$ cat config.mk
export PLATFORM = sky130hd
export DESIGN_NAME = sd_card_identification_sequencer
export DESIGN_NICKNAME = d
export VERILOG_FILES = /design/src/sdci_pkg.sv /design/src/sd_card_identification_sequencer.sv /design/src/sdci_csr.sv /design/src/sdci_divider.sv
export SDC_FILE = /design/constraint.sdc
export NUM_CORES = 1
export LEC_CHECK = 0
export ABC_AREA = 1
export BUFFER_PORTS_ARGS = -buffer_cell sky130_fd_sc_hd__buf_2
export CAP_MARGIN = 0
export CORE_MARGIN = 3
export CORE_UTILIZATION = 60
export DETAILED_ROUTE_END_ITERATION = 8
export PLACE_DENSITY = 0.85
export RECOVER_POWER = 25
export SLEW_MARGIN = 0
export SYNTH_ARGS = -nofsm -noshare
export SYNTH_HDL_FRONTEND = slang
export SYNTH_SLANG_ARGS = --single-unit
$ cat constraint.sdc
create_clock -name clock -period 8 [get_ports clock]
set_input_delay 1.6 -clock clock [delete_from_list [all_inputs] [get_ports clock]]
set_output_delay 1.6 -clock clock [all_outputs]
set_load 0.01 [all_outputs]
$ cat src/sdci_pkg.sv
// Package for the SD card identification sequencer.
// Holds codes, register indexes, reset values and the result and config structs.
// No dependencies.
`default_nettype none

package sdci_pkg;

   localparam int KHZ_W         = 15;
   localparam int IFCOND_W      = 12;
   localparam int TRIES_W       = 10;
   localparam int CAP_W         = 22;
   localparam int RCA_W         = 16;
   localparam int CSR_INDEX_W   = 3;
   localparam int CSR_DATA_W    = 32;
   localparam int REQ_TDATA_W   = 168;
   localparam int REQ_TUSER_W   = 2;
   localparam int RSP_TDATA_W   = 96;

   localparam logic [CSR_INDEX_W-1:0] REG_IDENT_KHZ    = 3'd0;
   localparam logic [CSR_INDEX_W-1:0] REG_TRANSFER_KHZ = 3'd1;
   localparam logic [CSR_INDEX_W-1:0] REG_IFCOND       = 3'd2;
   localparam logic [CSR_INDEX_W-1:0] REG_ARG_HIGH_CAP = 3'd3;
   localparam logic [CSR_INDEX_W-1:0] REG_ARG_STD_CAP  = 3'd4;
   localparam logic [CSR_INDEX_W-1:0] REG_TRIES        = 3'd5;

   localparam logic [KHZ_W-1:0]    RST_IDENT_KHZ    = 15'd240;
   localparam logic [KHZ_W-1:0]    RST_TRANSFER_KHZ = 15'd13000;
   localparam logic [IFCOND_W-1:0] RST_IFCOND       = 12'd426;
   localparam logic [31:0]         RST_ARG_HIGH_CAP = 32'd1090486272;
   localparam logic [31:0]         RST_ARG_STD_CAP  = 32'd16744448;
   localparam logic [TRIES_W-1:0]  RST_TRIES        = 10'd200;

   localparam logic [1:0] KIND_START    = 2'd0;
   localparam logic [1:0] KIND_COMPLETE = 2'd1;
   localparam logic [1:0] KIND_READ     = 2'd2;

   localparam logic [1:0] STATUS_OK = 2'd0;

   localparam logic [5:0] CMD_GO_IDLE    = 6'd0;
   localparam logic [5:0] CMD_ALL_CID    = 6'd2;
   localparam logic [5:0] CMD_SEND_RCA   = 6'd3;
   localparam logic [5:0] CMD_SELECT     = 6'd7;
   localparam logic [5:0] CMD_IF_COND    = 6'd8;
   localparam logic [5:0] CMD_SEND_CSD   = 6'd9;
   localparam logic [5:0] CMD_READ_BLOCK = 6'd17;
   localparam logic [5:0] CMD_OP_COND    = 6'd41;
   localparam logic [5:0] CMD_APP        = 6'd55;

   localparam logic [2:0] FAIL_NONE       = 3'd0;
   localparam logic [2:0] FAIL_CMD0       = 3'd1;
   localparam logic [2:0] FAIL_ACMD41_ERR = 3'd2;
   localparam logic [2:0] FAIL_ACMD41_TO  = 3'd3;
   localparam logic [2:0] FAIL_CMD2       = 3'd4;
   localparam logic [2:0] FAIL_CMD3       = 3'd5;
   localparam logic [2:0] FAIL_CMD7       = 3'd6;

   localparam logic [1:0] CARD_NONE = 2'd0;
   localparam logic [1:0] CARD_STD  = 2'd1;
   localparam logic [1:0] CARD_HIGH = 2'd2;

   localparam logic [1:0] CSD_V1 = 2'd0;
   localparam logic [1:0] CSD_V2 = 2'd1;

   typedef enum logic [3:0] {
      PH_IDLE   = 4'd0,
      PH_CMD0A  = 4'd1,
      PH_CMD0B  = 4'd2,
      PH_CMD8   = 4'd3,
      PH_CMD55  = 4'd4,
      PH_ACMD41 = 4'd5,
      PH_CMD2   = 4'd6,
      PH_CMD3   = 4'd7,
      PH_CMD9   = 4'd8,
      PH_CMD7   = 4'd9,
      PH_READY  = 4'd10,
      PH_FAILED = 4'd11
   } phase_type;

   typedef enum logic [1:0] {
      CTL_IDLE = 2'd0,
      CTL_DIV  = 2'd1,
      CTL_OUT  = 2'd2
   } ctl_type;

   typedef struct packed {
      logic [KHZ_W-1:0]    ident_khz;
      logic [KHZ_W-1:0]    transfer_khz;
      logic [IFCOND_W-1:0] ifcond;
      logic [31:0]         arg_high_cap;
      logic [31:0]         arg_std_cap;
      logic [TRIES_W-1:0]  tries;
   } cfg_type;

   // first member sits in the highest bits
   typedef struct packed {
      logic             read_rejected;
      logic [CAP_W-1:0] capacity_mb;
      logic [RCA_W-1:0] card_address;
      logic [1:0]       card_kind;
      logic [2:0]       fail_code;
      logic             init_finished;
      logic [7:0]       clock_divider;
      logic             clock_update;
      logic [31:0]      command_argument;
      logic [5:0]       command_index;
      logic             issue_command;
   } rsp_type;

endpackage

`default_nettype wire

$ cat src/sd_card_identification_sequencer.sv
// SD card identification sequencer, top level: command sequencer and result register.
// The result is registered and valid in the cycle after the input transfer; when the item
// reloads the clock divider, the result waits in the divide state for the bit-serial divider.
// One item at a time: a new input is taken only after the result has been transferred.
// Reset clears the phase, card state and registers to their defaults; no clearing pass.
// Depends on sdci_pkg, sdci_csr and sdci_divider.
`default_nettype none

module sd_card_identification_sequencer
   import sdci_pkg::*;
#(
   parameter int REF_CLOCK_KHZ = 26000,
   parameter int BLOCK_BYTES   = 512
)
(
   input  wire logic                   clock,
   input  wire logic                   reset,
   input  wire logic                   req_tvalid,
   output logic                        req_tready,
   // status, resp_word0, resp_word1, resp_word2, resp_word3, block_address, zero pad
   input  wire logic [REQ_TDATA_W-1:0] req_tdata,
   // kind
   input  wire logic [REQ_TUSER_W-1:0] req_tuser,
   output logic                        rsp_tvalid,
   input  wire logic                   rsp_tready,
   // issue_command, command_index, command_argument, clock_update, clock_divider,
   // init_finished, fail_code, card_kind, card_address, capacity_mb, read_rejected, zero pad
   output logic      [RSP_TDATA_W-1:0] rsp_tdata,
   input  wire logic                   csr_valid,
   output logic                        csr_ready,
   input  wire logic [CSR_INDEX_W-1:0] csr_index,
   input  wire logic [CSR_DATA_W-1:0]  csr_data
);

   localparam int NUM_W       = $clog2(REF_CLOCK_KHZ + 2**KHZ_W);
   localparam int BLOCK_SHIFT = $clog2(BLOCK_BYTES);

   cfg_type cfg;

   ctl_type            ctl_ff, ctl_in;
   phase_type          phase_ff, phase_in;
   logic               echo_ff, echo_in;
   logic [TRIES_W-1:0] tries_ff, tries_in;
   logic [1:0]         type_ff, type_in;
   logic [RCA_W-1:0]   rca_ff, rca_in;
   logic [CAP_W-1:0]   cap_ff, cap_in;
   logic [2:0]         fail_ff, fail_in;
   rsp_type            rsp_ff, rsp_in;

   logic               accept;
   logic               ok;
   logic [1:0]         status;
   logic [31:0]        w0, w1, w2, w3, lba;
   logic [KHZ_W-1:0]   clk_khz;
   logic               need_clk;
   logic [TRIES_W-1:0] tries_dec;
   logic [21:0]        csd2_c;
   logic [22:0]        csd2_c1;
   logic [11:0]        csd1_c;
   logic [12:0]        csd1_c1;
   logic [4:0]         csd1_sh;
   logic [36:0]        csd1_bytes;
   logic               div_start;
   logic               div_done;
   logic [NUM_W-1:0]   div_numer;
   logic [NUM_W-1:0]   div_quo;
   logic [NUM_W:0]     div_plus3;
   logic [7:0]         div_field;

   sdci_csr u_csr (
      .clock    (clock),
      .reset    (reset),
      .wr_en    (csr_valid & csr_ready),
      .wr_index (csr_index),
      .wr_data  (csr_data),
      .cfg      (cfg)
   );

   sdci_divider #(
      .NUM_W (NUM_W),
      .DEN_W (KHZ_W)
   ) u_divider (
      .clock    (clock),
      .reset    (reset),
      .start    (div_start),
      .numer    (div_numer),
      .denom    (clk_khz),
      .done     (div_done),
      .quotient (div_quo)
   );

   assign csr_ready  = 1'b1;
   assign req_tready = (ctl_ff == CTL_IDLE);
   assign rsp_tvalid = (ctl_ff == CTL_OUT);
   assign rsp_tdata  = {{(RSP_TDATA_W - $bits(rsp_type)){1'b0}}, rsp_ff};
   assign accept     = req_tvalid & req_tready;

   assign status = req_tdata[1:0];
   assign w0     = req_tdata[33:2];
   assign w1     = req_tdata[65:34];
   assign w2     = req_tdata[97:66];
   assign w3     = req_tdata[129:98];
   assign lba    = req_tdata[161:130];
   assign ok     = (status == STATUS_OK);

   assign tries_dec  = (tries_ff != '0) ? tries_ff - 1'b1 : '0;
   assign csd2_c     = {w2[5:0], w1[31:16]};
   assign csd2_c1    = {1'b0, csd2_c} + 23'd1;
   assign csd1_c     = {w2[9:0], w1[31:30]};
   assign csd1_c1    = {1'b0, csd1_c} + 13'd1;
   assign csd1_sh    = {2'b0, w1[17:15]} + {1'b0, w2[19:16]} + 5'd2;
   assign csd1_bytes = {24'b0, csd1_c1} << csd1_sh;

   assign div_numer = NUM_W'(REF_CLOCK_KHZ) + NUM_W'(clk_khz) - 1'b1;
   assign div_start = accept & need_clk;
   assign div_plus3 = {1'b0, div_quo} + (NUM_W + 1)'(3);
   assign div_field = (div_quo <= NUM_W'(2)) ? 8'd0 : div_plus3[9:2];

   always_comb begin
      phase_in = phase_ff;
      echo_in  = echo_ff;
      tries_in = tries_ff;
      type_in  = type_ff;
      rca_in   = rca_ff;
      cap_in   = cap_ff;
      fail_in  = fail_ff;
      clk_khz  = cfg.ident_khz;
      need_clk = 1'b0;
      rsp_in   = '0;

      case (req_tuser)
         KIND_START: begin
            echo_in  = 1'b0;
            tries_in = '0;
            type_in  = CARD_NONE;
            rca_in   = '0;
            cap_in   = '0;
            fail_in  = FAIL_NONE;
            need_clk = (cfg.ident_khz != '0);
            rsp_in.issue_command = 1'b1;
            rsp_in.command_index = CMD_GO_IDLE;
            phase_in = PH_CMD0A;
         end
         KIND_COMPLETE: begin
            case (phase_ff)
               PH_CMD0A: begin
                  if (!ok) begin
                     fail_in = FAIL_CMD0;
                     phase_in = PH_FAILED;
                     rsp_in.init_finished = 1'b1;
                  end else begin
                     rsp_in.issue_command = 1'b1;
                     rsp_in.command_index = CMD_GO_IDLE;
                     phase_in = PH_CMD0B;
                  end
               end
               PH_CMD0B: begin
                  rsp_in.issue_command    = 1'b1;
                  rsp_in.command_index    = CMD_IF_COND;
                  rsp_in.command_argument = {20'b0, cfg.ifcond};
                  phase_in = PH_CMD8;
               end
               PH_CMD8: begin
                  echo_in  = ok && (w0[IFCOND_W-1:0] == cfg.ifcond);
                  tries_in = cfg.tries;
                  if (cfg.tries == '0) begin
                     fail_in = FAIL_ACMD41_TO;
                     phase_in = PH_FAILED;
                     rsp_in.init_finished = 1'b1;
                  end else begin
                     rsp_in.issue_command = 1'b1;
                     rsp_in.command_index = CMD_APP;
                     phase_in = PH_CMD55;
                  end
               end
               PH_CMD55: begin
                  if (!ok) begin
                     fail_in = FAIL_ACMD41_ERR;
                     phase_in = PH_FAILED;
                     rsp_in.init_finished = 1'b1;
                  end else begin
                     rsp_in.issue_command    = 1'b1;
                     rsp_in.command_index    = CMD_OP_COND;
                     rsp_in.command_argument = echo_ff ? cfg.arg_high_cap : cfg.arg_std_cap;
                     phase_in = PH_ACMD41;
                  end
               end
               PH_ACMD41: begin
                  if (!ok) begin
                     fail_in = FAIL_ACMD41_ERR;
                     phase_in = PH_FAILED;
                     rsp_in.init_finished = 1'b1;
                  end else begin
                     tries_in = tries_dec;
                     if (w0[31]) begin
                        type_in = w0[30] ? CARD_HIGH : CARD_STD;
                        rsp_in.issue_command = 1'b1;
                        rsp_in.command_index = CMD_ALL_CID;
                        phase_in = PH_CMD2;
                     end else if (tries_dec == '0) begin
                        fail_in = FAIL_ACMD41_TO;
                        phase_in = PH_FAILED;
                        rsp_in.init_finished = 1'b1;
                     end else begin
                        rsp_in.issue_command = 1'b1;
                        rsp_in.command_index = CMD_APP;
                        phase_in = PH_CMD55;
                     end
                  end
               end
               PH_CMD2: begin
                  if (!ok) begin
                     fail_in = FAIL_CMD2;
                     phase_in = PH_FAILED;
                     rsp_in.init_finished = 1'b1;
                  end else begin
                     rsp_in.issue_command = 1'b1;
                     rsp_in.command_index = CMD_SEND_RCA;
                     phase_in = PH_CMD3;
                  end
               end
               PH_CMD3: begin
                  if (!ok) begin
                     fail_in = FAIL_CMD3;
                     phase_in = PH_FAILED;
                     rsp_in.init_finished = 1'b1;
                  end else begin
                     rca_in = w0[31:16];
                     rsp_in.issue_command    = 1'b1;
                     rsp_in.command_index    = CMD_SEND_CSD;
                     rsp_in.command_argument = {w0[31:16], 16'b0};
                     phase_in = PH_CMD9;
                  end
               end
               PH_CMD9: begin
                  if (ok && w3[31:30] == CSD_V2) begin
                     cap_in = csd2_c1[22:1];
                  end else if (ok && w3[31:30] == CSD_V1) begin
                     cap_in = {5'b0, csd1_bytes[36:20]};
                  end
                  rsp_in.issue_command    = 1'b1;
                  rsp_in.command_index    = CMD_SELECT;
                  rsp_in.command_argument = {rca_ff, 16'b0};
                  phase_in = PH_CMD7;
               end
               PH_CMD7: begin
                  if (!ok) begin
                     fail_in = FAIL_CMD7;
                     phase_in = PH_FAILED;
                     rsp_in.init_finished = 1'b1;
                  end else begin
                     clk_khz  = cfg.transfer_khz;
                     need_clk = (cfg.transfer_khz != '0);
                     rsp_in.init_finished = 1'b1;
                     phase_in = PH_READY;
                  end
               end
               default: begin
                  phase_in = phase_ff;
               end
            endcase
         end
         KIND_READ: begin
            if (phase_ff == PH_READY) begin
               rsp_in.issue_command    = 1'b1;
               rsp_in.command_index    = CMD_READ_BLOCK;
               rsp_in.command_argument = (type_ff == CARD_HIGH) ? lba : (lba << BLOCK_SHIFT);
            end else begin
               rsp_in.read_rejected = 1'b1;
            end
         end
         default: begin
            phase_in = phase_ff;
         end
      endcase

      rsp_in.clock_update = need_clk;
      rsp_in.fail_code    = fail_in;
      rsp_in.card_kind    = type_in;
      rsp_in.card_address = rca_in;
      rsp_in.capacity_mb  = cap_in;
   end

   always_comb begin
      ctl_in = ctl_ff;
      case (ctl_ff)
         CTL_IDLE: begin
            if (accept) begin
               ctl_in = need_clk ? CTL_DIV : CTL_OUT;
            end
         end
         CTL_DIV: begin
            if (div_done) begin
               ctl_in = CTL_OUT;
            end
         end
         CTL_OUT: begin
            if (rsp_tready) begin
               ctl_in = CTL_IDLE;
            end
         end
         default: begin
            ctl_in = CTL_IDLE;
         end
      endcase
   end

   always_ff @(posedge clock) begin
      if (reset) begin
         ctl_ff   <= CTL_IDLE;
         phase_ff <= PH_IDLE;
         echo_ff  <= 1'b0;
         tries_ff <= '0;
         type_ff  <= CARD_NONE;
         rca_ff   <= '0;
         cap_ff   <= '0;
         fail_ff  <= FAIL_NONE;
      end else begin
         ctl_ff <= ctl_in;
         if (accept) begin
            phase_ff <= phase_in;
            echo_ff  <= echo_in;
            tries_ff <= tries_in;
            type_ff  <= type_in;
            rca_ff   <= rca_in;
            cap_ff   <= cap_in;
            fail_ff  <= fail_in;
         end
      end
   end

   always_ff @(posedge clock) begin
      if (accept) begin
         rsp_ff <= rsp_in;
      end else if (ctl_ff == CTL_DIV && div_done) begin
         rsp_ff.clock_divider <= div_field;
      end
   end

   a_one_item: assert property (@(posedge clock) disable iff (reset)
      !(req_tready && rsp_tvalid))
      else $error("input taken while a result is pending");

   a_div_owner: assert property (@(posedge clock) disable iff (reset)
      div_done |-> (ctl_ff == CTL_DIV))
      else $error("divider finished outside the divide state");

   a_ready_card: assert property (@(posedge clock) disable iff (reset)
      (phase_ff == PH_READY) |-> (type_ff != CARD_NONE))
      else $error("ready phase without a card type");

   a_release: assert property (@(posedge clock) disable iff (reset)
      (rsp_tvalid && rsp_tready) |=> req_tready)
      else $error("block not ready after result transfer");

endmodule

`default_nettype wire

$ cat src/sdci_csr.sv
// Configuration register file of the SD card identification sequencer.
// Depends on sdci_pkg.
`default_nettype none

module sdci_csr
   import sdci_pkg::*;
(
   input  wire logic                   clock,
   input  wire logic                   reset,
   input  wire logic                   wr_en,
   input  wire logic [CSR_INDEX_W-1:0] wr_index,
   input  wire logic [CSR_DATA_W-1:0]  wr_data,
   output cfg_type                     cfg
);

   cfg_type cfg_ff;
   cfg_type cfg_in;

   always_comb begin
      cfg_in = cfg_ff;
      if (wr_en) begin
         case (wr_index)
            REG_IDENT_KHZ:    cfg_in.ident_khz    = wr_data[KHZ_W-1:0];
            REG_TRANSFER_KHZ: cfg_in.transfer_khz = wr_data[KHZ_W-1:0];
            REG_IFCOND:       cfg_in.ifcond       = wr_data[IFCOND_W-1:0];
            REG_ARG_HIGH_CAP: cfg_in.arg_high_cap = wr_data;
            REG_ARG_STD_CAP:  cfg_in.arg_std_cap  = wr_data;
            REG_TRIES:        cfg_in.tries        = wr_data[TRIES_W-1:0];
            default:          cfg_in = cfg_ff;
         endcase
      end
   end

   always_ff @(posedge clock) begin
      if (reset) begin
         cfg_ff.ident_khz    <= RST_IDENT_KHZ;
         cfg_ff.transfer_khz <= RST_TRANSFER_KHZ;
         cfg_ff.ifcond       <= RST_IFCOND;
         cfg_ff.arg_high_cap <= RST_ARG_HIGH_CAP;
         cfg_ff.arg_std_cap  <= RST_ARG_STD_CAP;
         cfg_ff.tries        <= RST_TRIES;
      end else begin
         cfg_ff <= cfg_in;
      end
   end

   assign cfg = cfg_ff;

endmodule

`default_nettype wire

$ cat src/sdci_divider.sv
// Restoring divider, one quotient bit per cycle, for the card clock divider.
// Depends on sdci_pkg only for the house import.
`default_nettype none

module sdci_divider
   import sdci_pkg::*;
#(
   parameter int NUM_W = 18,
   parameter int DEN_W = 15
)
(
   input  wire logic             clock,
   input  wire logic             reset,
   input  wire logic             start,
   input  wire logic [NUM_W-1:0] numer,
   input  wire logic [DEN_W-1:0] denom,
   output logic                  done,
   output logic      [NUM_W-1:0] quotient
);

   localparam int CNT_W = $clog2(NUM_W + 1);
   localparam logic [CNT_W-1:0] LAST = CNT_W'(NUM_W - 1);

   logic             busy_ff, busy_in;
   logic             done_ff, done_in;
   logic [CNT_W-1:0] cnt_ff, cnt_in;
   logic [NUM_W-1:0] quo_ff, quo_in;
   logic [DEN_W-1:0] rem_ff, rem_in;
   logic [DEN_W-1:0] den_ff, den_in;
   logic [DEN_W:0]   rem_shift;
   logic [DEN_W:0]   rem_sub;
   logic             fits;

   always_comb begin
      rem_shift = {rem_ff, quo_ff[NUM_W-1]};
      rem_sub   = rem_shift - {1'b0, den_ff};
      fits      = rem_shift >= {1'b0, den_ff};
      busy_in   = busy_ff;
      done_in   = 1'b0;
      cnt_in    = cnt_ff;
      quo_in    = quo_ff;
      rem_in    = rem_ff;
      den_in    = den_ff;
      if (start) begin
         busy_in = 1'b1;
         cnt_in  = '0;
         quo_in  = numer;
         rem_in  = '0;
         den_in  = denom;
      end else if (busy_ff) begin
         quo_in = {quo_ff[NUM_W-2:0], fits};
         rem_in = fits ? rem_sub[DEN_W-1:0] : rem_shift[DEN_W-1:0];
         cnt_in = cnt_ff + 1'b1;
         if (cnt_ff == LAST) begin
            busy_in = 1'b0;
            done_in = 1'b1;
         end
      end
   end

   always_ff @(posedge clock) begin
      if (reset) begin
         busy_ff <= 1'b0;
         done_ff <= 1'b0;
         cnt_ff  <= '0;
      end else begin
         busy_ff <= busy_in;
         done_ff <= done_in;
         cnt_ff  <= cnt_in;
      end
      quo_ff <= quo_in;
      rem_ff <= rem_in;
      den_ff <= den_in;
   end

   assign done     = done_ff;
   assign quotient = quo_ff;

endmodule

`default_nettype wire
* Word level (Yosys, flattened, before mapping) *
Cells that the tools add are included.

storage, ports and cells
  register bits = 322

operators by class
  bitwise logic cells = 3
  shift operators = 1
  magnitude comparators = 2
  reductions and logical operators = 29
  muxes and demuxes = 81
  add/subtract/negate cells = 10
  equality and inequality tests = 30

operators by type and width
  kind                    number
  $pmux 32 s4             1
  $mux 39                 3
  $mux 22                 3
  $mux 16                 4
  $mux 32                 2
  $pmux 32 s2             1
  $mux 15                 4
  $pmux 7 s8              1
  $pmux 22 s2             1
  $pmux 10 s2             2
  $shl 13x5->37           1
  $pmux 4 s9              1
  $pmux 16 s2             1
  $mux 3                  10
  $reduce_bool 15->1      2
  $mux 4                  7
  $mux 7                  4
  $add 22x1->23 const B   1
  $pmux 3 s7              1
  $pmux 7 s3              1
  $logic_not 10->1        2
  $mux 10                 2
  $mux 2                  9
  $add 15x15->16 const A  1
  other kinds (46)        91

* Depth between registers and ports, before layout *
Gate-level depths: netlist (run 1).

  word-level depth = 8
  gate-level depth with buffers = 18

* By module *
Synthesis (run 1) repeated with hierarchy kept, for this count alone.

second synthesis, totals
  cell total of the unflattened synthesis = 2738
  area, all modules = 19025.7 µm²

modules (own cells, without submodules)
  module                            times used  area an instance (µm²)  cells an instance  sequential area each (µm²)
  sd_card_identification_sequencer  1           11339.6                 1689               3913.8
  sdci_csr                          1           4516.8                  629                2322.2
  sdci_divider                      1           3169.3                  420                1371.3

* Worst setup path before layout (run 1) *
OpenSTA, ideal clock, no wires.

  kind = input -> register
  from = input req_tvalid
  to = register rsp_ff (netlist bit rsp_tdata[0]) (enable)
  arrival = 4.342 ns
  required time = 7.517 ns
  slack = 3.176 ns
  stages = 3
  buffers on the path = 1
  cell sequence = nand2_1 inv_2 buf_1

between the ends
  longest elaborated chain between the ends = 1

RTL lines
  what                  RTL line                                 source
  from (decl)           sd_card_identification_sequencer.sv:18   input wire logic req_tvalid,
  $and 1x1->1           sd_card_identification_sequencer.sv:96   assign accept = req_tvalid & req_tready;
  net accept            sd_card_identification_sequencer.sv:50   logic accept;
  to (signal assigned)  sd_card_identification_sequencer.sv:334  rsp_ff <= rsp_in;
  to (decl)             sd_card_identification_sequencer.sv:48   rsp_type rsp_ff, rsp_in;

The timed path passes the listed nets, and every way through them passes these cells.
A chain may end at the register's enable or synchronous reset.

* Worst setup path after layout (run 1) *
  from = input req_tdata[1]
  to = register u_divider.rem_ff[7]

between the ends
  longest elaborated chain between the ends = 5

RTL lines
  what                  RTL line                                 source
  from (decl)           sd_card_identification_sequencer.sv:21   input wire logic [REQ_TDATA_W-1:0] req_tdata,
  $logic_not 2->1       sd_card_identification_sequencer.sv:104  assign ok = (status == STATUS_OK);
  $mux 1                sd_card_identification_sequencer.sv:247  if (!ok) begin
  $mux 1                sd_card_identification_sequencer.sv:145  case (phase_ff)
  $pmux 1 s2            sd_card_identification_sequencer.sv:131  case (req_tuser)
  net need_clk          sd_card_identification_sequencer.sv:55   logic need_clk;
  $and 1x1->1           sd_card_identification_sequencer.sv:115  assign div_start = accept & need_clk;
  to (signal assigned)  sdci_divider.sv:72                       rem_ff <= rem_in;
  to (decl)             sdci_divider.sv:28                       logic [DEN_W-1:0] rem_ff, rem_in;

The timed path passes the listed nets, and every way through them passes these cells.

==> impl_results.md, run 1 <==
* Outcome: finished with violations
* Failing checks: capacitance limit, slew limit
* Worst Path Required at 8.40 ns
* Clock Latency Late Sink at 0.53 ns
* Setup Buffers After CTS at 0
* Hold_buf cts at 0
* Fin nets at 2,888
* Count of different cell masters after synthesis at 55
* Met2 Use GR at 0.540
* FF+latch count, synth at 322
* CP delay by family, top: simple AND/OR/NAND/NOR gates
* CP endpoint kind: register
* Post-Syn Area at 17,800 um^2
* Clock network power share at 0.376
* Maximum buffer depth of the clock tree at 3
* Mapped Cells at 2,470
* Worst-path maximum fanout at 47
* F_max at 193 MHz
* CTS root buf: clkbuf_16
* Core area at 29,000 um^2
* Die Ht at 178 um
* Unrepaired setup endpoints after global routing: no
* Vias at 18,056
* Hold Vio Cnt, Final at 0
* Port buffer count at 231
* Crit path buffers/inverters at 6
* Crit path top cell by count: nand2_1
* Share of cells above drive strength 1 at 0.113
* Post-synth EDFFs at 116
* Startpoint Class: primary input
* CTS tree: built
* IO Count at 309
* Avg Synthesized Cell Area at 7.22 um^2
* Yosys Warn Count at 0
* Combinational share of power at 0.195
* WS Path Type: primary input to register
* Grt peak-use layer: met2
* Grt met3 use at 0.0605
* Prevailing post-synth register cell: dfxtp_1
* Fin Setup TNS at 0 ns
* H-tree depth reported by CTS at 2
* Pre-antenna DRT Iters at 6
* Overall Global Routing Usage at 0.345
* M1 GR Usage at 0.464
* Reg power frac at 0.429
* Part of the cycle the worst path needs at 0.648
* Synth area leader: dfxtp_1
* Die ar. at 31,800 um^2
* DRC violations left at 0
* Die W at 178 um
* WHS at 0.447 ns
* Worst path arrival time at 5.58 ns
* CP peak stage delay at 0.83 ns
* Seq/Total Area, Yosys at 0.427
* DRT antenna net count at 0
* Total grt overflow at 0
* WL per Instance at 18.5 um
* CP Cell Sequence: buf_2, nor2_4, nand3_1, inv_1, nand2_1, nand2_1, inv_1, nor2_2, buf_4, inv_1, nand2_1, inv_2, nand2_1, o21ai_0
* Synth top area cells: dfxtp_1 (23%), edfxtp_1 (20%), nand2_1 (13%)
* Largest net degree at the start of global routing at 102
* Initial antenna violation count at 4
* Final core utilization at 0.696
* Pleak at 8.48 nW
* Final setup vio count at 0
* Initial drt markers at 2,019
* First-pass GRT wire length at 87.1 mm
* Worst Max-Slew Pin Slew at 2.24 ns
* Max Clock Skew at 0.0220 ns
* Initial Util at 0.614
* Pins Over Slew Limit at 52
* Top-count cell post-synth: nand2_1
* Net Sw Frac at 0.304
* Num rows at 62
* Post-route minimum period at 5.19 ns
* CTS sink count at 322
* Vias per std cell at 5.90
* Max-cap viol count at 1
* Layout fillers at 2,413
* Synth top area share at 0.231
* Maximum VDD drop at 0.188 mV
* Synth cell count leaders: nand2_1 (607), o21ai_0 (256), inv_1 (240)
* Hold Crit Class: register to register
* PwrDens at 216 nW/um^2
* Gp weighted congestion at 0.933
* # resized after CTS at 0
* Vias in the first global route at 16,711
* Area Growth Syn to Fin at 13.2%
* Final HPWL DP at 40.6 mm
* Max_slew headroom at -0.503
* Sw power at 1.32 mW
* Int Pwr at 3.03 mW
* FFs w/ async S/R, synth at 0
* Post-Route WL at 56.7 mm
* Reg-to-reg slack, setup at 3.55 ns
* Clock buffer count from CTS at 36
* Clock transition at the registers of the reported paths at 0.06 ns
* CP max stage cell: nand3_1
power groups by stage:
stage,Combinational (mW),Clock (mW),Sequential (mW)
2_1_floorplan,0.578,0,1.90
3_3_place_gp,0.808,0,1.89
3_5_place_dp,0.832,0,1.90
4_1_cts,0.837,1.65,1.86
5_1_grt,0.943,1.71,1.88
6_report,0.848,1.64,1.87
cells by family after synthesis:
| logic type | after synthesis | share of synthesized area |
|---|---|---|
| buffers and inverters | 379 | 0.0816 |
| other | 2 | 0.000421 |
| AO/OA/AOI/OAI | 563 | 0.172 |
| XOR/XNOR | 28 | 0.0138 |
| adder cells (fa/ha/maj) | 34 | 0.0247 |
| AND/OR/NAND/NOR | 1107 | 0.259 |
| flip-flops | 322 | 0.427 |
| multiplexers | 35 | 0.0213 |
cells in the final DEF, fill, tap and decap left out, types with 3 or more instances in the layout:
master / Yosys / final
inv_4: 0 / 3
buf_2: 11 / 154
a31oi_1: 13 / 13
or2_2: 5 / 5
nand3_1: 178 / 179
clkinv_2: 0 / 7
o211ai_1: 23 / 23
o31ai_1: 8 / 8
nor2_1: 235 / 233
nand2_1: 607 / 608
conb_1: 2 / 4
clkbuf_1: 84 / 85
buf_4: 5 / 15
mux2i_1: 12 / 12
inv_2: 21 / 20
inv_1: 240 / 241
clkinv_1: 5 / 4
diode_2: 0 / 5
o221ai_1: 5 / 5
xnor2_1: 13 / 13
nor3_1: 18 / 18
o21ai_2: 10 / 4
nor2_2: 9 / 11
o21ai_0: 256 / 262
clkbuf_16: 0 / 37
o22ai_1: 13 / 13
dfxtp_1: 206 / 206
nor4_1: 11 / 11
a21oi_1: 195 / 195
clkbuf_8: 0 / 7
nand4_1: 27 / 27
o21ai_1: 16 / 16
mux2_2: 23 / 23
ha_1: 32 / 31
a221oi_1: 4 / 4
nand3b_1: 3 / 3
xor2_1: 15 / 15
edfxtp_1: 116 / 116
nor2_4: 5 / 5
worst paths after layout:
path,start,endpoint,cells after the start
max,req_tdata[1],u_divider.rem_ff[7],14
min,u_csr.cfg[66],u_csr.cfg[66],2
max reg2reg,phase_ff[1],u_divider.rem_ff[7],15
min reg2reg,u_csr.cfg[66],u_csr.cfg[66],2
sequential cells by signal, summed over array words and instances (netlist names):
signal	flops
type_ff	2
u_divider.busy_ff	1
u_divider.quotient	16
cap_ff	22
ctl_ff	2
phase_ff	4
u_divider.rem_ff	15
u_divider.done	1
u_divider.cnt_ff	5
echo_ff	1
rca_ff	16
u_divider.den_ff	15
rsp_tdata	93
tries_ff	10
u_csr.cfg	116
fail_ff	3
worst reg2reg max path, stage by stage (launching register included):
cell     delay [ns]
dfxtp_1        0.32
inv_2          0.13
nand2_2        0.11
nor2_4         0.19
nand3_1        0.80
inv_1          0.37
nand2_1        0.09
nand2_1        0.11
inv_1          0.07
nor2_2         0.07
buf_4          0.43
inv_1          0.38
nand2_1        0.76
inv_2          0.26
nand2_1        0.13
o21ai_0        0.08
cell type report:
| type | instances | area, um^2 | share of cell area |
|---|---|---|---|
| Antenna cell | 5 | 12.5 | 0.000620 |
| Clock buffer | 51 | 1050 | 0.0520 |
| Clock inverter | 14 | 116 | 0.00577 |
| Inverter | 266 | 1000 | 0.0495 |
| Multi-Input combinational cell | 1771 | 8740 | 0.433 |
| Sequential cell | 322 | 7610 | 0.377 |
| Tap cell | 384 | 480 | 0.0238 |
| Timing Repair Buffer | 247 | 1180 | 0.0583 |
metal layers:
metal | up-vias | wire, um
met5 | - | 0
met4 | 0 | 2840
met3 | 169 | 5630
met2 | 1016 | 25500
met1 | 8280 | 22700
li1 | 8591 | -
metrics by stage:
| step | instances | instance area, um^2 | power, mW | setup WS, ns |
|---|---|---|---|---|
| after floorplan | 2472 | 17800 | 2.48 | 3.18 |
| after global placement | 2990 | 19100 | 2.70 | 3.05 |
| after detailed placement | 2990 | 19100 | 2.73 | 2.93 |
| after CTS | 3055 | 20300 | 4.35 | 3.46 |
| after global routing | 3059 | 20200 | 4.53 | 2.46 |
| final | 3060 | 20200 | 4.35 | 2.81 |
Power figures use the tool's default switching activity.
==> run 2, diff against run 1 <==
--- a/config.mk
+++ b/config.mk
@@ -9,9 +9,9 @@
 export BUFFER_PORTS_ARGS = -buffer_cell sky130_fd_sc_hd__buf_2
 export CAP_MARGIN = 0
 export CORE_MARGIN = 3
-export CORE_UTILIZATION = 60
+export CORE_UTILIZATION = 52
 export DETAILED_ROUTE_END_ITERATION = 8
-export PLACE_DENSITY = 0.85
+export PLACE_DENSITY = 0.78
 export RECOVER_POWER = 25
 export SLEW_MARGIN = 0
 export SYNTH_ARGS = -nofsm -noshare
==> constraint.sdc (replaced) <==
create_clock -name clock -period 4.2 [get_ports clock]
set_input_delay 0.84 -clock clock [delete_from_list [all_inputs] [get_ports clock]]
set_output_delay 0.84 -clock clock [all_outputs]
set_load 0.01 [all_outputs]
==> run 2 against run 1 <==
The run still ends with capacitance limit, slew limit left; first-iteration DRC count shrank 3.4%; power up 96%; clock skew increased by 0.0040 ns; utilization shrank 8.3 points; count of clock-buffer cells in the layout shrank 6; critical endpoint is now u_divider.quotient[12]; via count is 0.17% lower; sequential power up 90%.
==> impl_results.md, run 2 (synthesis gave the netlist of run 1 again) <==
* Maximum buffer depth of the clock tree at 3 (unchanged)
* # resized after CTS at 0 (unchanged)
* Initial Util at 0.530 (-0.0841)
* Layout fillers at 3,009 (+25%)
* WL per Instance at 18.1 um (-2.6%)
* Fin Setup TNS at 0 ns (unchanged)
* Commonest non-fill, non-tap cell in the layout: nand2_1
* Post-Route WL at 56.8 mm (+0.10%)
* First-pass GRT wire length at 87.7 mm (+0.68%)
* Final setup vio count at 0 (unchanged)
* CTS root buf: clkbuf_16
* WS Path Type: primary input to register
* CP endpoint kind: register
* Initial antenna violation count at 4 (unchanged)
* Crit path buffers/inverters at 2 (-4)
* Storage element area at 7610 um^2 (unchanged)
* Vias at 18,026 (-0.17%)
* DRT antenna net count at 0 (unchanged)
* CTS tree: built
* Largest register FFs at 116 (unchanged)
* Num rows at 67 (+8.1%)
* Clock buffer count from CTS at 36 (unchanged)
* Setup Buffers After CTS at 0 (unchanged)
* Hold_buf cts at 0 (unchanged)
* IO Count at 309 (unchanged)
* Failing checks: capacitance limit, slew limit
* Port buffer count at 231 (unchanged)
* Int Pwr at 5.99 mW (+98%)
* FF-to-FF path depth at 11 (-4)
* Part of the cycle the worst path needs at 0.731
* H-tree depth reported by CTS at 2 (unchanged)
* Worst Max-Slew Pin Slew at 1.68 ns (-0.563 ns)
* WHS at 0.457 ns (+0.00977 ns)
* Gp weighted congestion at 0.941 (+0.85%)
* Fin nets at 2,910 (+0.76%)
* Area of the multi-input gates at 8780 um^2 (+0.46%)
* Final worst slack at 1.13 ns (-1.68 ns)
* Area Growth Syn to Fin at 15.5%
* CP peak stage delay at 0.44 ns (-0.39 ns)
* CP max stage cell: ha_2
* Clock transition at the registers of the reported paths at 0.06 ns (about the same)
* Worst path arrival time at 3.35 ns (-2.23 ns)
* Largest net degree at the start of global routing at 65 (-36%)
* PwrDens at 415 nW/um^2 (+92%)
* Vias per std cell at 5.73 (-2.9%)
* Pins Over Slew Limit at 54 (+3.8%)
* Max Clock Skew at 0.0260 ns (+0.00402 ns)
* Crit path top cell by count: nand3_1
* Clock Latency Late Sink at 0.54 ns (about the same)
* F_max at 326 MHz
* Pwr Total at 8.54 mW (+96%)
* Total grt overflow at 0 (unchanged)
* Overall Global Routing Usage at 0.301 (-0.0440)
* Pleak at 8.70 nW (+2.5%)
* Worst R2R End: rsp_tdata[23]
* CTS sink count at 322 (unchanged)
* Worst min-delay path startpoint: u_csr.cfg[69]
* Sw power at 2.56 mW (+93%)
* DRC violations left at 0 (unchanged)
* Die ar. at 36,500 um^2 (+15%)
* Endpoint, Worst Hold: u_csr.cfg[69]
* DP Worst Slack at 0.617 ns (-2.31 ns)
* Die W at 191 um (+7.2%)
* Max_slew headroom at -0.121 (+0.382)
* Vias in the first global route at 16,669 (-0.25%)
* Maximum VDD drop at 0.267 mV (+42%)
* Worst Path Required at 4.48 ns (-3.92 ns)
* Initial drt markers at 1,951 (-3.4%)
* Unrepaired setup endpoints after global routing: no
* Clock network power share at 0.391 (+0.015)
* Reg power frac at 0.415 (-0.014)
* Pre-antenna DRT Iters at 6 (unchanged)
* Worst r2r src: phase_ff[2]
* CP delay by family, top: simple AND/OR/NAND/NOR gates
* Combinational share of power at 0.193 (-0.002)
* Commonest non-fill, non-tap cells in the layout: nand2_1 (607), o21ai_0 (256), inv_1 (241)
* Final HPWL DP at 41.4 mm (+2.0%)
* Die Ht at 191 um (+7.2%)
* Hold Vio Cnt, Final at 0 (unchanged)
* Outcome: finished with violations
* Hold Crit Class: register to register
* Reg-to-reg slack, setup at 1.33 ns (-2.22 ns)
* Hold Crit Depth at 2 (unchanged)
* Startpoint Class: primary input
* Net Sw Frac at 0.299 (-0.00471)
* Core area at 33,600 um^2 (+16%)
* Placed Cells at 3,076 (+2.9%)
* Post-route minimum period at 3.07 ns
* Max-cap viol count at 1 (unchanged)
* CP Cell Sequence: buf_2, inv_1, ha_2, nand3_4, o21ai_1, ha_1, nand3_1, nand4_2, nand3_2, a21oi_1, o21ai_0, nand3_1, nand2_1
* Worst-path maximum fanout at 28 (-40%)
* Non-filler instance count after layout at 3,145 (+2.8%)
* Share of cells above drive strength 1 at 0.130 (+0.0169)
## run 2: cell count changes in the layout (fill, tap and decap cells not counted), sizes merged
| cell | delta |
|---|---|
| buf | +39 |
| bufinv | +4 |
| clkbuf | -23 |
| clkinv | +4 |
| diode | -2 |
| inv | -1 |
## run 2: through the flow
| stage | cell area, um^2 | util |
|---|---|---|
| CTS | 20700 | 0.615 |
| global route | 20600 | 0.612 |
| global placement | 19400 | 0.577 |
| detailed placement | 19400 | 0.577 |
| finish | 20600 | 0.612 |
| floorplan | 17800 | - |
## run 2: per-layer routing
| layer | share of wire | global-route usage | routed length, um |
|---|---|---|---|
| met1 | 0.43 | 0.415 | 24700 |
| met2 | 0.46 | 0.490 | 25900 |
| met3 | 0.079 | 0.0429 | 4490 |
| met4 | 0.031 | 0.0979 | 1770 |
| met5 | 0 | 0 | 0 |
## run 2: layout make-up
| type | count | area share |
|---|---|---|
| clock buffer | 45 | 0.0484 |
| clock inverter | 21 | 0.0126 |
| sequential | 322 | 0.369 |
| antenna | 3 | 0.000365 |
| tap | 448 | 0.0272 |
| multi-input combinational | 1771 | 0.426 |
| timing repair buffer | 269 | 0.0669 |
| inverter | 266 | 0.0486 |
## run 2: worst max-delay path by stage
stage | start | to | cells after the start
floorplan | req_tvalid | rsp_tdata[0] | 3
CTS | req_tuser[1] | u_divider.rem_ff[13] | 14
detailed placement | req_tuser[1] | u_divider.rem_ff[13] | 14
global placement | req_tuser[1] | u_divider.rem_ff[13] | 14
finish | req_tuser[1] | u_divider.quotient[12] | 13
global route | req_tuser[1] | u_divider.quotient[12] | 13
## run 2: worst min-delay path: cells and delay by family (launching register included)
| family | cells | cell delay [ns] |
|---|---|---|
| DFF | 1 | 0.30 |
| buffers and inverters | 1 | 0.06 |
| AOI/OAI and AO/OA | 1 | 0.05 |
## run 2: power by group through the flow
stage	logic (mW)	clock network (mW)	registers (mW)
CTS	1.63	3.36	3.54
global placement	1.58	0	3.60
floorplan	1.10	0	3.61
global route	1.84	3.49	3.57
detailed placement	1.62	0	3.61
finish	1.65	3.34	3.55
